### config.mk
export PLATFORM = sky130hd
export DESIGN_NAME = bmp_stream_writer
export DESIGN_NICKNAME = d
export VERILOG_FILES = /design/src/hw/rtl/bsw_pkg.sv /design/src/hw/rtl/bmp_stream_writer.sv /design/src/hw/rtl/bsw_front.sv /design/src/hw/rtl/bsw_fifo.sv /design/src/hw/rtl/bsw_back.sv
export SDC_FILE = /design/constraint.sdc
export NUM_CORES = 1
export LEC_CHECK = 0
export BUFFER_PORTS_ARGS = -buffer_cell sky130_fd_sc_hd__buf_2
export CORE_AREA = 3 3 211 213
export CTS_CLUSTER_SIZE = 8
export DETAILED_ROUTE_END_ITERATION = 16
export DIE_AREA = 0 0 214 216
export PLACE_DENSITY = 0.58
export RECOVER_POWER = 50
export SYNTH_ARGS = -nofsm -noshare
export SYNTH_HDL_FRONTEND = slang
export SYNTH_SLANG_ARGS = --single-unit
### constraint.sdc
create_clock -name aclk -period 14.75 [get_ports aclk]
set_clock_uncertainty 0.15 [all_clocks]
set_input_delay 0 -clock aclk [delete_from_list [all_inputs] [get_ports aclk]]
set_output_delay 0 -clock aclk [all_outputs]
set_load 0.03 [all_outputs]
### src/hw/rtl/bsw_pkg.sv
`default_nettype none

package bsw_pkg;

    localparam int DIM_W         = 13;
    localparam int MAX_DIMENSION = 4096;
    localparam int COUNT_W       = 12;
    localparam int HDR_LEN       = 54;
    localparam int HDR_CNT_W     = 6;
    localparam int ROW_BYTES_W   = 15;
    localparam int IMG_W         = 28;
    localparam int QUEUE_DEPTH   = 4;
    localparam int QPTR_W        = $clog2(QUEUE_DEPTH);

    localparam logic [15:0] MAGIC_WORD     = 16'h4D42;
    localparam logic [31:0] PELS_PER_METRE = 32'd2952;
    localparam logic [31:0] INFO_HDR_LEN   = 32'd40;
    localparam logic [31:0] BPP_THREE      = 32'd24;
    localparam logic [31:0] BPP_FOUR       = 32'd32;

    localparam int CFG_IDX_W = 2;
    localparam logic [CFG_IDX_W-1:0] CFG_IMAGE_WIDTH  = 2'd0;
    localparam logic [CFG_IDX_W-1:0] CFG_IMAGE_HEIGHT = 2'd1;
    localparam logic [CFG_IDX_W-1:0] CFG_FOUR_CHANNEL = 2'd2;

    // Frame geometry as seen by the front and back parts, already clamped.
    typedef struct packed {
        logic [DIM_W-1:0] width;
        logic [DIM_W-1:0] height;
        logic             four_channel;
        logic [1:0]       row_pad;
        logic [IMG_W-1:0] image_size;
    } frame_cfg_t;

    // One classified pixel request waiting for the byte sequencer.
    typedef struct packed {
        logic       header;
        logic [1:0] pad;
        logic       frame_end;
        logic [7:0] b3;
        logic [7:0] b2;
        logic [7:0] b1;
        logic [7:0] b0;
    } pix_req_t;

endpackage

`default_nettype wire

### src/hw/rtl/bmp_stream_writer.sv
// Turns a stream of pixels into an uncompressed BMP file byte stream, one byte per cycle
// on the output unless m_tready is low or the queue is empty. Each input request carries
// one pixel (first byte in s_tdata[7:0]); the first pixel of a frame is preceded by the
// 54-byte header, 24-bit pixels come out in reverse byte order, 32-bit pixels unchanged,
// and each row is padded with zero bytes to a 4-byte boundary. m_tlast closes the bytes
// of each pixel and m_tuser marks the final byte of the file. A pixel takes 3 bytes in
// 24-bit mode or 4 in 32-bit mode, plus 0 to 3 row pad bytes and the header on the first
// pixel of a frame. A four-entry request queue lets the input side accept a pixel every
// cycle until it fills. The user must write configuration (width, height, channel count)
// only while no pixel is in flight; the block itself does not enforce this.
`default_nettype none

module bmp_stream_writer
    import bsw_pkg::*;
(
    input  wire logic                 aclk,
    input  wire logic                 aresetn,
    input  wire logic                 cfg_we,
    input  wire logic [CFG_IDX_W-1:0] cfg_index,
    input  wire logic [DIM_W-1:0]     cfg_data,
    input  wire logic                 s_tvalid,
    output logic                      s_tready,
    // first_byte [7:0], second_byte [15:8], third_byte [23:16], fourth_byte [31:24]
    input  wire logic [31:0]          s_tdata,
    output logic                      m_tvalid,
    input  wire logic                 m_tready,
    // out_byte [7:0]
    output logic [7:0]                m_tdata,
    // last_of_run
    output logic                      m_tlast,
    // end_of_file [0]
    output logic                      m_tuser
);

    logic [DIM_W-1:0]       width_reg;
    logic [DIM_W-1:0]       height_reg;
    logic                   four_channel_reg;
    logic [IMG_W-1:0]       img_reg;
    logic [DIM_W-1:0]       width_c;
    logic [DIM_W-1:0]       height_c;
    logic [1:0]             row_pad;
    logic [ROW_BYTES_W-1:0] row_bytes;
    frame_cfg_t             cfg;
    pix_req_t               q_din;
    pix_req_t               q_head;
    logic                   q_push;
    logic                   q_pop;
    logic                   q_full;
    logic                   q_empty;

    always_ff @(posedge aclk) begin
        if (!aresetn) begin
            width_reg        <= 13'd1;
            height_reg       <= 13'd1;
            four_channel_reg <= 1'b0;
        end else if (cfg_we) begin
            case (cfg_index)
                CFG_IMAGE_WIDTH:  width_reg        <= cfg_data;
                CFG_IMAGE_HEIGHT: height_reg       <= cfg_data;
                CFG_FOUR_CHANNEL: four_channel_reg <= cfg_data[0];
                default: ;
            endcase
        end
    end

    always_comb begin
        if (width_reg == '0) begin
            width_c = 13'd1;
        end else if (width_reg > DIM_W'(MAX_DIMENSION)) begin
            width_c = DIM_W'(MAX_DIMENSION);
        end else begin
            width_c = width_reg;
        end
        if (height_reg == '0) begin
            height_c = 13'd1;
        end else if (height_reg > DIM_W'(MAX_DIMENSION)) begin
            height_c = DIM_W'(MAX_DIMENSION);
        end else begin
            height_c = height_reg;
        end
        // Three bytes per pixel leave a row short of alignment by the width modulo four.
        row_pad = four_channel_reg ? 2'd0 : width_c[1:0];
        if (four_channel_reg) begin
            row_bytes = {width_c, 2'b00};
        end else begin
            row_bytes = {2'b00, width_c} + {1'b0, width_c, 1'b0} + {13'd0, row_pad};
        end
    end

    always_ff @(posedge aclk) begin
        img_reg <= IMG_W'(row_bytes) * IMG_W'(height_c);
    end

    assign cfg.width        = width_c;
    assign cfg.height       = height_c;
    assign cfg.four_channel = four_channel_reg;
    assign cfg.row_pad      = row_pad;
    assign cfg.image_size   = img_reg;

    bsw_front u_front (
        .aclk     (aclk),
        .aresetn  (aresetn),
        .cfg      (cfg),
        .s_tvalid (s_tvalid),
        .s_tready (s_tready),
        .s_tdata  (s_tdata),
        .q_full   (q_full),
        .q_push   (q_push),
        .q_din    (q_din)
    );

    bsw_fifo u_fifo (
        .aclk    (aclk),
        .aresetn (aresetn),
        .push    (q_push),
        .din     (q_din),
        .pop     (q_pop),
        .dout    (q_head),
        .full    (q_full),
        .empty   (q_empty)
    );

    bsw_back u_back (
        .aclk     (aclk),
        .aresetn  (aresetn),
        .cfg      (cfg),
        .head     (q_head),
        .q_empty  (q_empty),
        .q_pop    (q_pop),
        .m_tvalid (m_tvalid),
        .m_tready (m_tready),
        .m_tdata  (m_tdata),
        .m_tlast  (m_tlast),
        .m_tuser  (m_tuser)
    );

endmodule

`default_nettype wire

### src/hw/rtl/bsw_front.sv
`default_nettype none

module bsw_front
    import bsw_pkg::*;
(
    input  wire logic       aclk,
    input  wire logic       aresetn,
    input  wire frame_cfg_t cfg,
    input  wire logic       s_tvalid,
    output logic            s_tready,
    input  wire logic [31:0] s_tdata,
    input  wire logic       q_full,
    output logic            q_push,
    output pix_req_t        q_din
);

    logic [COUNT_W-1:0] col_reg, col_next;
    logic [COUNT_W-1:0] row_reg, row_next;
    logic               hdr_done_reg, hdr_done_next;
    logic               row_end;
    logic               frame_end;

    assign s_tready = !q_full;
    assign q_push   = s_tvalid && s_tready;

    always_comb begin
        row_end   = ({1'b0, col_reg} + 13'd1) >= cfg.width;
        frame_end = row_end && (({1'b0, row_reg} + 13'd1) >= cfg.height);

        q_din.header    = !hdr_done_reg;
        q_din.pad       = row_end ? cfg.row_pad : 2'd0;
        q_din.frame_end = frame_end;
        q_din.b0        = s_tdata[7:0];
        q_din.b1        = s_tdata[15:8];
        q_din.b2        = s_tdata[23:16];
        q_din.b3        = s_tdata[31:24];

        col_next      = col_reg;
        row_next      = row_reg;
        hdr_done_next = hdr_done_reg;
        if (q_push) begin
            hdr_done_next = 1'b1;
            if (row_end) begin
                col_next = '0;
                if (frame_end) begin
                    row_next      = '0;
                    hdr_done_next = 1'b0;
                end else begin
                    row_next = row_reg + 12'd1;
                end
            end else begin
                col_next = col_reg + 12'd1;
            end
        end
    end

    always_ff @(posedge aclk) begin
        if (!aresetn) begin
            col_reg      <= '0;
            row_reg      <= '0;
            hdr_done_reg <= 1'b0;
        end else begin
            col_reg      <= col_next;
            row_reg      <= row_next;
            hdr_done_reg <= hdr_done_next;
        end
    end

    // The pixel that closes a frame leaves the counters ready for a new header.
    assert property (@(posedge aclk) disable iff (!aresetn)
        (q_push && q_din.frame_end) |=> (!hdr_done_reg && col_reg == '0 && row_reg == '0))
        else $error("frame end did not rewind the front counters");

endmodule

`default_nettype wire

### src/hw/rtl/bsw_fifo.sv
`default_nettype none

module bsw_fifo
    import bsw_pkg::*;
(
    input  wire logic     aclk,
    input  wire logic     aresetn,
    input  wire logic     push,
    input  wire pix_req_t din,
    input  wire logic     pop,
    output pix_req_t      dout,
    output logic          full,
    output logic          empty
);

    pix_req_t            mem_reg [QUEUE_DEPTH];
    logic [QPTR_W-1:0]   wr_ptr_reg;
    logic [QPTR_W-1:0]   rd_ptr_reg;
    logic [QPTR_W:0]     count_reg;

    assign full  = count_reg == (QPTR_W+1)'(QUEUE_DEPTH);
    assign empty = count_reg == '0;
    assign dout  = mem_reg[rd_ptr_reg];

    always_ff @(posedge aclk) begin
        if (push) begin
            mem_reg[wr_ptr_reg] <= din;
        end
    end

    always_ff @(posedge aclk) begin
        if (!aresetn) begin
            wr_ptr_reg <= '0;
            rd_ptr_reg <= '0;
            count_reg  <= '0;
        end else begin
            if (push) begin
                wr_ptr_reg <= wr_ptr_reg + 1'b1;
            end
            if (pop) begin
                rd_ptr_reg <= rd_ptr_reg + 1'b1;
            end
            if (push && !pop) begin
                count_reg <= count_reg + 1'b1;
            end else if (pop && !push) begin
                count_reg <= count_reg - 1'b1;
            end
        end
    end

    assert property (@(posedge aclk) disable iff (!aresetn)
        pop |-> !empty)
        else $error("queue popped while empty");

    assert property (@(posedge aclk) disable iff (!aresetn)
        (push && !pop) |=> !empty)
        else $error("queue lost a pushed request");

endmodule

`default_nettype wire

### src/hw/rtl/bsw_back.sv
`default_nettype none

module bsw_back
    import bsw_pkg::*;
(
    input  wire logic       aclk,
    input  wire logic       aresetn,
    input  wire frame_cfg_t cfg,
    input  wire pix_req_t   head,
    input  wire logic       q_empty,
    output logic            q_pop,
    output logic            m_tvalid,
    input  wire logic       m_tready,
    output logic [7:0]      m_tdata,
    output logic            m_tlast,
    output logic            m_tuser
);

    typedef enum logic [1:0] {
        ST_START,
        ST_HDR,
        ST_PIX,
        ST_PAD
    } back_state_t;

    back_state_t          st_reg, st_next, st_eff;
    logic [HDR_CNT_W-1:0] cnt_reg, cnt_next;
    logic                 m_tvalid_reg;
    logic [7:0]           m_tdata_reg;
    logic                 m_tlast_reg;
    logic                 m_tuser_reg;
    logic                 load;
    logic [7:0]           cur_byte;
    logic                 cur_last;
    logic                 pix_done;
    logic [1:0]           pix_last_idx;

    function automatic logic [7:0] header_byte(input logic [HDR_CNT_W-1:0] idx,
                                               input frame_cfg_t c);
        logic [31:0] img;
        logic [31:0] total;
        logic [31:0] w;
        logic [31:0] h;
        logic [31:0] bpp;
        logic [31:0] off;
        img   = {{(32-IMG_W){1'b0}}, c.image_size};
        total = img + 32'(HDR_LEN);
        w     = {{(32-DIM_W){1'b0}}, c.width};
        h     = {{(32-DIM_W){1'b0}}, c.height};
        bpp   = c.four_channel ? BPP_FOUR : BPP_THREE;
        off   = 32'(HDR_LEN);
        case (idx)
            6'd0:    header_byte = MAGIC_WORD[7:0];
            6'd1:    header_byte = MAGIC_WORD[15:8];
            6'd2:    header_byte = total[7:0];
            6'd3:    header_byte = total[15:8];
            6'd4:    header_byte = total[23:16];
            6'd5:    header_byte = total[31:24];
            6'd10:   header_byte = off[7:0];
            6'd14:   header_byte = INFO_HDR_LEN[7:0];
            6'd18:   header_byte = w[7:0];
            6'd19:   header_byte = w[15:8];
            6'd22:   header_byte = h[7:0];
            6'd23:   header_byte = h[15:8];
            6'd26:   header_byte = 8'd1;
            6'd28:   header_byte = bpp[7:0];
            6'd34:   header_byte = img[7:0];
            6'd35:   header_byte = img[15:8];
            6'd36:   header_byte = img[23:16];
            6'd37:   header_byte = img[31:24];
            6'd38:   header_byte = PELS_PER_METRE[7:0];
            6'd39:   header_byte = PELS_PER_METRE[15:8];
            6'd42:   header_byte = PELS_PER_METRE[7:0];
            6'd43:   header_byte = PELS_PER_METRE[15:8];
            default: header_byte = 8'd0;
        endcase
    endfunction

    assign load     = !m_tvalid_reg || m_tready;
    assign m_tvalid = m_tvalid_reg;
    assign m_tdata  = m_tdata_reg;
    assign m_tlast  = m_tlast_reg;
    assign m_tuser  = m_tuser_reg;

    always_comb begin
        // A fresh request starts straight in its first phase, with no dead cycle.
        if (st_reg == ST_START) begin
            st_eff = head.header ? ST_HDR : ST_PIX;
        end else begin
            st_eff = st_reg;
        end
        pix_last_idx = cfg.four_channel ? 2'd3 : 2'd2;
        pix_done     = cnt_reg[1:0] == pix_last_idx;
        cur_byte     = 8'd0;
        cur_last     = 1'b0;
        st_next      = st_reg;
        cnt_next     = cnt_reg + 6'd1;
        case (st_eff)
            ST_HDR: begin
                cur_byte = header_byte(cnt_reg, cfg);
                if (cnt_reg == 6'(HDR_LEN - 1)) begin
                    st_next  = ST_PIX;
                    cnt_next = '0;
                end else begin
                    st_next = ST_HDR;
                end
            end
            ST_PIX: begin
                if (cfg.four_channel) begin
                    case (cnt_reg[1:0])
                        2'd0:    cur_byte = head.b0;
                        2'd1:    cur_byte = head.b1;
                        2'd2:    cur_byte = head.b2;
                        default: cur_byte = head.b3;
                    endcase
                end else begin
                    case (cnt_reg[1:0])
                        2'd0:    cur_byte = head.b2;
                        2'd1:    cur_byte = head.b1;
                        default: cur_byte = head.b0;
                    endcase
                end
                cur_last = pix_done && (head.pad == 2'd0);
                if (pix_done) begin
                    st_next  = (head.pad == 2'd0) ? ST_START : ST_PAD;
                    cnt_next = '0;
                end else begin
                    st_next = ST_PIX;
                end
            end
            ST_PAD: begin
                cur_byte = 8'd0;
                cur_last = cnt_reg[1:0] == (head.pad - 2'd1);
                if (cur_last) begin
                    st_next  = ST_START;
                    cnt_next = '0;
                end else begin
                    st_next = ST_PAD;
                end
            end
            default: begin
                cur_byte = 8'd0;
                cur_last = 1'b0;
            end
        endcase
    end

    assign q_pop = load && !q_empty && cur_last;

    always_ff @(posedge aclk) begin
        if (!aresetn) begin
            st_reg       <= ST_START;
            cnt_reg      <= '0;
            m_tvalid_reg <= 1'b0;
        end else if (load) begin
            m_tvalid_reg <= !q_empty;
            m_tdata_reg  <= cur_byte;
            m_tlast_reg  <= cur_last;
            m_tuser_reg  <= cur_last && head.frame_end;
            if (!q_empty) begin
                st_reg  <= st_next;
                cnt_reg <= cnt_next;
            end
        end
    end

    assert property (@(posedge aclk) disable iff (!aresetn)
        (m_tvalid_reg && m_tuser_reg) |-> m_tlast_reg)
        else $error("end of file flagged on a byte that does not close its request");

    assert property (@(posedge aclk) disable iff (!aresetn)
        (st_reg == ST_PAD) |-> (!q_empty && head.pad != 2'd0))
        else $error("padding phase without a padded request at the queue head");

    assert property (@(posedge aclk) disable iff (!aresetn)
        (st_reg == ST_HDR) |-> (cnt_reg < 6'(HDR_LEN)))
        else $error("header byte counter ran past the header");

endmodule

`default_nettype wire

======== After elaboration in Yosys (flattened, before gate mapping) ========
Memory sizes are Yosys's and may differ from the RTL's. A register that Yosys moved wholly into a read port is not among the register bits.
Cells that the tools add are included.
operators by class
  reduce and logical (&&, ||, !) cells .... 34
  bitwise logic cells ..................... 1
  div/mod/pow operators ................... 0
  shifts and indexed selects .............. 0
  mux-type cells .......................... 36
  $mul .................................... 1
  equality and inequality tests ........... 32
  $lt $le $gt $ge ......................... 4
  add/subtract/negate cells ............... 13
operators with widths
  operator                                              number
  case mux 8 bit (20 select lines)                      1
  equality test 6 bit (second input constant)           9
  2-to-1 mux 13 bit                                     4
  equality test 6 x 5 -> 1 bit (second input constant)  6
  case mux 8 bit (2 select lines)                       2
  adder 28 x 6 -> 29 bit (second input constant)        1
  multiplier 15 x 13 -> 28 bit                          1
  adder 12 x 1 -> 13 bit (second input constant)        2
  >= comparator 13 bit                                  2
  > comparator 13 bit (second input constant)           2
  logical NOT 13 bit                                    2
  adder 12 x 1 -> 12 bit (second input constant)        2
  2-to-1 mux 12 bit                                     2
  2-to-1 mux 6 bit                                      4
  case mux 8 bit (3 select lines)                       1
  2-to-1 mux 2 bit                                      10
  case mux 6 bit (3 select lines)                       1
  adder 13 x 14 -> 15 bit                               1
  adder 15 x 2 -> 15 bit                                1
  2-to-1 mux 15 bit                                     1
  equality test 6 x 2 -> 1 bit (second input constant)  2
  equality test 6 x 3 -> 1 bit (second input constant)  2
  equality test 6 x 4 -> 1 bit (second input constant)  2
  AND reduction 2 bit                                   6
  26 further kinds                                      54
storage, ports and cells
  bits in writable memories ............... 144
  bits in latches ......................... 0
  input bits .............................. 52
  memories ................................ 1
  output and inout port bits .............. 12
  register bits after elaboration ......... 106
  memory bits (read-only) ................. 0
memory list
  name            depth  width  read ports  clocked after memory_dff  wr ports  RTL line        source
  u_fifo.mem_reg  4      36     1           1                         1         bsw_fifo.sv:16  pix_req_t mem_reg [QUEUE_DEPTH];

======== Depth between registers and ports, before layout ========
  depth in word-level cells ............... 8
  depth in mapped cells ................... 33
  gate-level depth less buffers ........... 32

======== Modules after synthesis ========
A second synthesis with hierarchy kept.
second synthesis, totals
  cell total of the unflattened synthesis .. 2044
  area, all modules ....................... 20264.4 um^2
by module, submodules not included
  module             area each (um^2)  cells each  times used
  bmp_stream_writer  9068.7            1083        1
  bsw_fifo           5694.2            231         1
  bsw_back           3004.1            411         1
  bsw_front          2497.4            319         1

======== Least setup slack after synthesis ========
Ideal clock, no wire load.
  path kind ............................... register to register
  from .................................... register four_channel_reg
  to ...................................... register img_reg[25]
  setup slack ............................. 6.821 ns
  path buffers ............................ 4
  data arrival time ....................... 7.653 ns
  stages on the path, launching flop included .. 31
  required time ........................... 14.474 ns
  cell sequence ........................... dfxtp_1 clkbuf_1 clkbuf_1 clkbuf_1 nor2_1 ha_1 a21o_1 ha_1 a21o_1 a21oi_2 o21ai_1 a2111oi_1 nor4_1 o31a_1 buf_2 nand2b_1 fa_1 fa_1 inv_1 fa_1 fa_1 inv_1 fa_1 inv_1 ha_1 a21oi_1 nand2_1 o31ai_1 o31ai_1 a211oi_1 nor3_1
between the ends
  longest elaborated chain between the ends .. 4
RTL lines
  element                           RTL line                 source
  start: declaration                bmp_stream_writer.sv:37  logic four_channel_reg;
  start signal: assignment          bmp_stream_writer.sv:60  CFG_FOUR_CHANNEL: four_channel_reg <= cfg_data[0];
  2-to-1 mux 2 bit                  bmp_stream_writer.sv:82  row_pad = four_channel_reg ? 2'd0 : width_c[1:0];
  adder 15 x 2 -> 15 bit            bmp_stream_writer.sv:86  row_bytes = {2'b00, width_c} + {1'b0, width_c, 1'b0} + {13'd0, row_pad};
  2-to-1 mux 15 bit (*)             bmp_stream_writer.sv:83  if (four_channel_reg) begin
  multiplier 15 x 13 -> 28 bit (*)  bmp_stream_writer.sv:91  img_reg <= IMG_W'(row_bytes) * IMG_W'(height_c);
  end signal: assignment            bmp_stream_writer.sv:91
  end: declaration                  bmp_stream_writer.sv:38  logic [IMG_W-1:0] img_reg;
Mark *: on every way between the ends. The rest lies on a longest branch, timed or not.
A chain may end at the register's enable or synchronous reset.

======== Worst setup path in the final report ========
  from .................................... register width_reg[12]
  to ...................................... register img_reg[23]
between the ends
  longest elaborated chain between the ends .. 7
RTL lines
  element                                                      RTL line                                          source
  start: declaration                                           bmp_stream_writer.sv:35                           logic [DIM_W-1:0] width_reg;
  start signal: assignment                                     bmp_stream_writer.sv:58                           CFG_IMAGE_WIDTH: width_reg <= cfg_data;
  > comparator 13 bit                                          bmp_stream_writer.sv:69                           end else if (width_reg > DIM_W'(MAX_DIMENSION)) begin
  2-to-1 mux 13 bit                                            bmp_stream_writer.sv:69
  2-to-1 mux 13 bit (*)                                        bmp_stream_writer.sv:67                           if (width_reg == '0) begin
  adder 13 x 14 -> 15 bit or 2-to-1 mux 2 bit (tied branches)  bmp_stream_writer.sv:86, bmp_stream_writer.sv:82
  adder 15 x 2 -> 15 bit                                       bmp_stream_writer.sv:86
  2-to-1 mux 15 bit (*)                                        bmp_stream_writer.sv:83
  multiplier 15 x 13 -> 28 bit (*)                             bmp_stream_writer.sv:91
Marks and branches as above.

==> flow_metrics.tcl <==
set metrics [dict create \
    synthTopCellsByArea "edfxtp_1, fa_1, dfxtp_1" \
    largest_reg_flops 144 \
    tns_ns 0 \
    cp_top_family "adder cells" \
    critPathMaxFanout 19 \
    critPathCaptureType "flip-flop" \
    antenna_found_initial 0 \
    swShare 0.338 \
    grt_pass1_wl_um 84600 \
    avgRoutedWirePerCell_um 19.9 \
    failed_checks "capacitance limit, slew limit" \
    drv_cap 2 \
    grt_usage 0.231 \
    synth.top_cell.area_share 0.241 \
    cts.clk_slew.worst_paths_ns 0.05 \
    hold_viol 0 \
    die-height_um 216 \
    drc 0 \
    p_switching_uw 848 \
    period_needed_ns 8.76 \
    yosysMostFrequentCell "inv_1" \
    io_pins 64 \
    synth_cells 1941 \
    leakagePower_uw 0.00907 \
    fmax_ghz 0.114 \
    cpMostUsedCell "inv_1" \
    clock-sinks 252 \
    yosysUniqueCellTypes 75 \
    dominantRegCellSynth "edfxtp_1" \
    whs_path_depth 4 \
    synth-edff-count 154 \
    firstDrtPassIters 5 \
    filler_cell_count 3985 \
    synth_common_cells "inv_1, nand2_1, edfxtp_1" \
    intPower_uw 1660 \
    r2r-end "img_reg[23]$_DFF_P_" \
    port-buffer-count 63 \
    synth.avg_cell_area_um2 9.88 \
    vdd_drop_max_mv 0.120 \
    reg2regPathDepth 27 \
    ys_seq_elements 252 \
    grt_max_degree 57 \
    path_buf_inv 6 \
    worstSetupStartpointType "flip-flop" \
    core_um2 42900 \
    start_util 0.447 \
    drt-initial-drc-count 1113 \
    async_flop_share 0 \
    slew_violations 83 \
    vias 14700 \
    layout-drive-gt1-share 0.0682 \
    reg2reg_setup_slack_ns 5.99 \
    dp_hpwl_um 38900 \
    hold_start "s_tvalid" \
    synth_top_area_cell "edfxtp_1" \
    clock-root-buffer "clkbuf_16" \
    numCtsBuffers 38 \
    hold-path-endpoint "u_front.col_reg[1]$_SDFFE_PN0P_" \
    crit_type "reg -> reg" \
    whs_ns 0.0666 \
    cts_tree "built" \
    num_rows 76 \
    overflow 0 \
    r2r_start "width_reg[12]$_SDFFE_PN0P_" \
    totalWireLength_um 53000 \
    slew_headroom -0.339 \
    slowest_delay_ns 0.71 \
    nets 2394 \
    worstMarginPinSlew_ns 2.01 \
    post-route-util 0.509 \
    critical_path_required_ns 15.03 \
    post-route-period-util 0.594 \
    syn2layout_area_growth_pct 13.8 \
    cp_data_arrival_time_ns 9.04 \
    power_density_nw_per_um2 115 \
    viasPerCell 5.52 \
    dieArea_um2 46200 \
    ys_seq_area_frac 0.343 \
    p_clk_frac 0.334 \
    cts_buffer_depth 3 \
    rsz0062_at_grt "no" \
    p_comb_frac 0.295 \
    cts_setup_buffers 0 \
    detail-route-antenna-nets 0 \
    gp_congestion 0.947 \
    cts_max_level 2 \
    dieWidth_um 214 \
    cpMaxStageDelayCell "dfxtp_1" \
    hold_path_class "in -> reg" \
    diodes 0 \
    grt_pass1_vias 15100 \
    syn_area_um2 19200 \
    setup_violations 0 \
    sequentialPowerShare 0.370 \
    outcome "complete, but fails checks" \
    yosysWarnings 0 \
    clk_latency_ns 0.54 \
]
-- kinds of logic (layout without fill, tap and decap cells) --
kind of cell / count (synthesis) / count (layout) / synth area share
AOI/OAI and AO/OA: 322 / 322 / 0.109
adders and majority gates: 284 / 284 / 0.242
muxes: 52 / 52 / 0.0510
DFF: 252 / 252 / 0.343
other: 2 / 13 / 0.000392
xor gates and xnor gates: 85 / 85 / 0.0388
buffers and inverters: 327 / 458 / 0.0649
and+or+nand+nor: 617 / 617 / 0.151
-- area by class of cell --
class | instances | area (um^2) | share of cell area
Clock buffer | 61 | 1080 | 0.0494
Clock inverter | 4 | 100 | 0.00459
Inverter | 251 | 942 | 0.0432
Multi-Input combinational cell | 1373 | 11400 | 0.522
Sequential cell | 252 | 6590 | 0.302
Tap cell | 585 | 732 | 0.0335
Timing Repair Buffer | 142 | 987 | 0.0452
-- worst reg2reg max path, delay by kind of cell, from the launching register on --
family	cells	cell delay, ns
simple gates	2	0.39
fa+ha+maj	8	3.59
flops	1	0.71
compound gates	11	3.31
buf+inv	6	0.51
-- per-stage QoR --
step           area [um^2]  instances  setup WS [ns]  power [uW]
4_1_cts              21900       2668           6.01        2530
3_5_place_dp         20100       2546           6.02        1670
3_3_place_gp         20100       2546           6.24        1660
5_1_grt              21800       2668           5.43        2650
6_report             21800       2668           5.99        2510
2_1_floorplan        19200       1952           6.82        1430
-- power groups by stage --
stage	Sequential [uW]	Clock (uW)	Combinational (uW)
2_1_floorplan	930	0	501
3_3_place_gp	938	0	723
3_5_place_dp	939	0	728
4_1_cts	928	857	747
5_1_grt	938	889	823
6_report	929	838	741
-- placed cells by master, fill, tap and decap left out, types with 17 or more instances in the layout --
| cell type | n |
|---|---|
| inv_1 | 249 |
| nand2_1 | 228 |
| edfxtp_1 | 154 |
| nor2_1 | 148 |
| fa_1 | 145 |
| ha_1 | 139 |
| a21oi_1 | 99 |
| dfxtp_1 | 96 |
| clkbuf_1 | 66 |
| dlygate4sd3_1 | 57 |
| o21ai_0 | 54 |
| nand3_1 | 46 |
| xnor2_1 | 44 |
| xor2_1 | 41 |
| clkbuf_16 | 38 |
| mux4_2 | 36 |
| nor2b_1 | 33 |
| nor3_1 | 28 |
| and3_1 | 28 |
| buf_4 | 20 |
| nand2b_1 | 19 |
| and2_1 | 19 |
| buf_2 | 18 |
| a21o_1 | 17 |
| o211ai_1 | 17 |
-- per-layer routing --
metal,up-vias,share of wire,global-route usage
li1,6860,-,-
met1,7381,0.44,0.315
met2,424,0.48,0.392
met3,75,0.055,0.0307
met4,0,0.024,0.0614
met5,-,0,0
-- worst max path at each step --
stage | cells after the start | slack, ns | start | to
floorplan | 30 | 6.82 | four_channel_reg$_SDFFE_PN0P_ | img_reg[25]$_DFF_P_
global placement | 29 | 6.24 | width_reg[12]$_SDFFE_PN0P_ | img_reg[25]$_DFF_P_
detailed placement | 27 | 6.02 | width_reg[12]$_SDFFE_PN0P_ | img_reg[23]$_DFF_P_
CTS | 28 | 6.01 | width_reg[12]$_SDFFE_PN0P_ | img_reg[23]$_DFF_P_
global route | 27 | 5.43 | width_reg[12]$_SDFFE_PN0P_ | img_reg[23]$_DFF_P_
finish | 27 | 5.99 | width_reg[12]$_SDFFE_PN0P_ | img_reg[23]$_DFF_P_
-- repair_timing --
action	CTS	global route
gates resized for setup	0	0
hold buffers	57	0
setup endpoints to repair	0	0
hold endpoints to repair	189	0
Note: power is estimated with default switching activity, not from simulation.
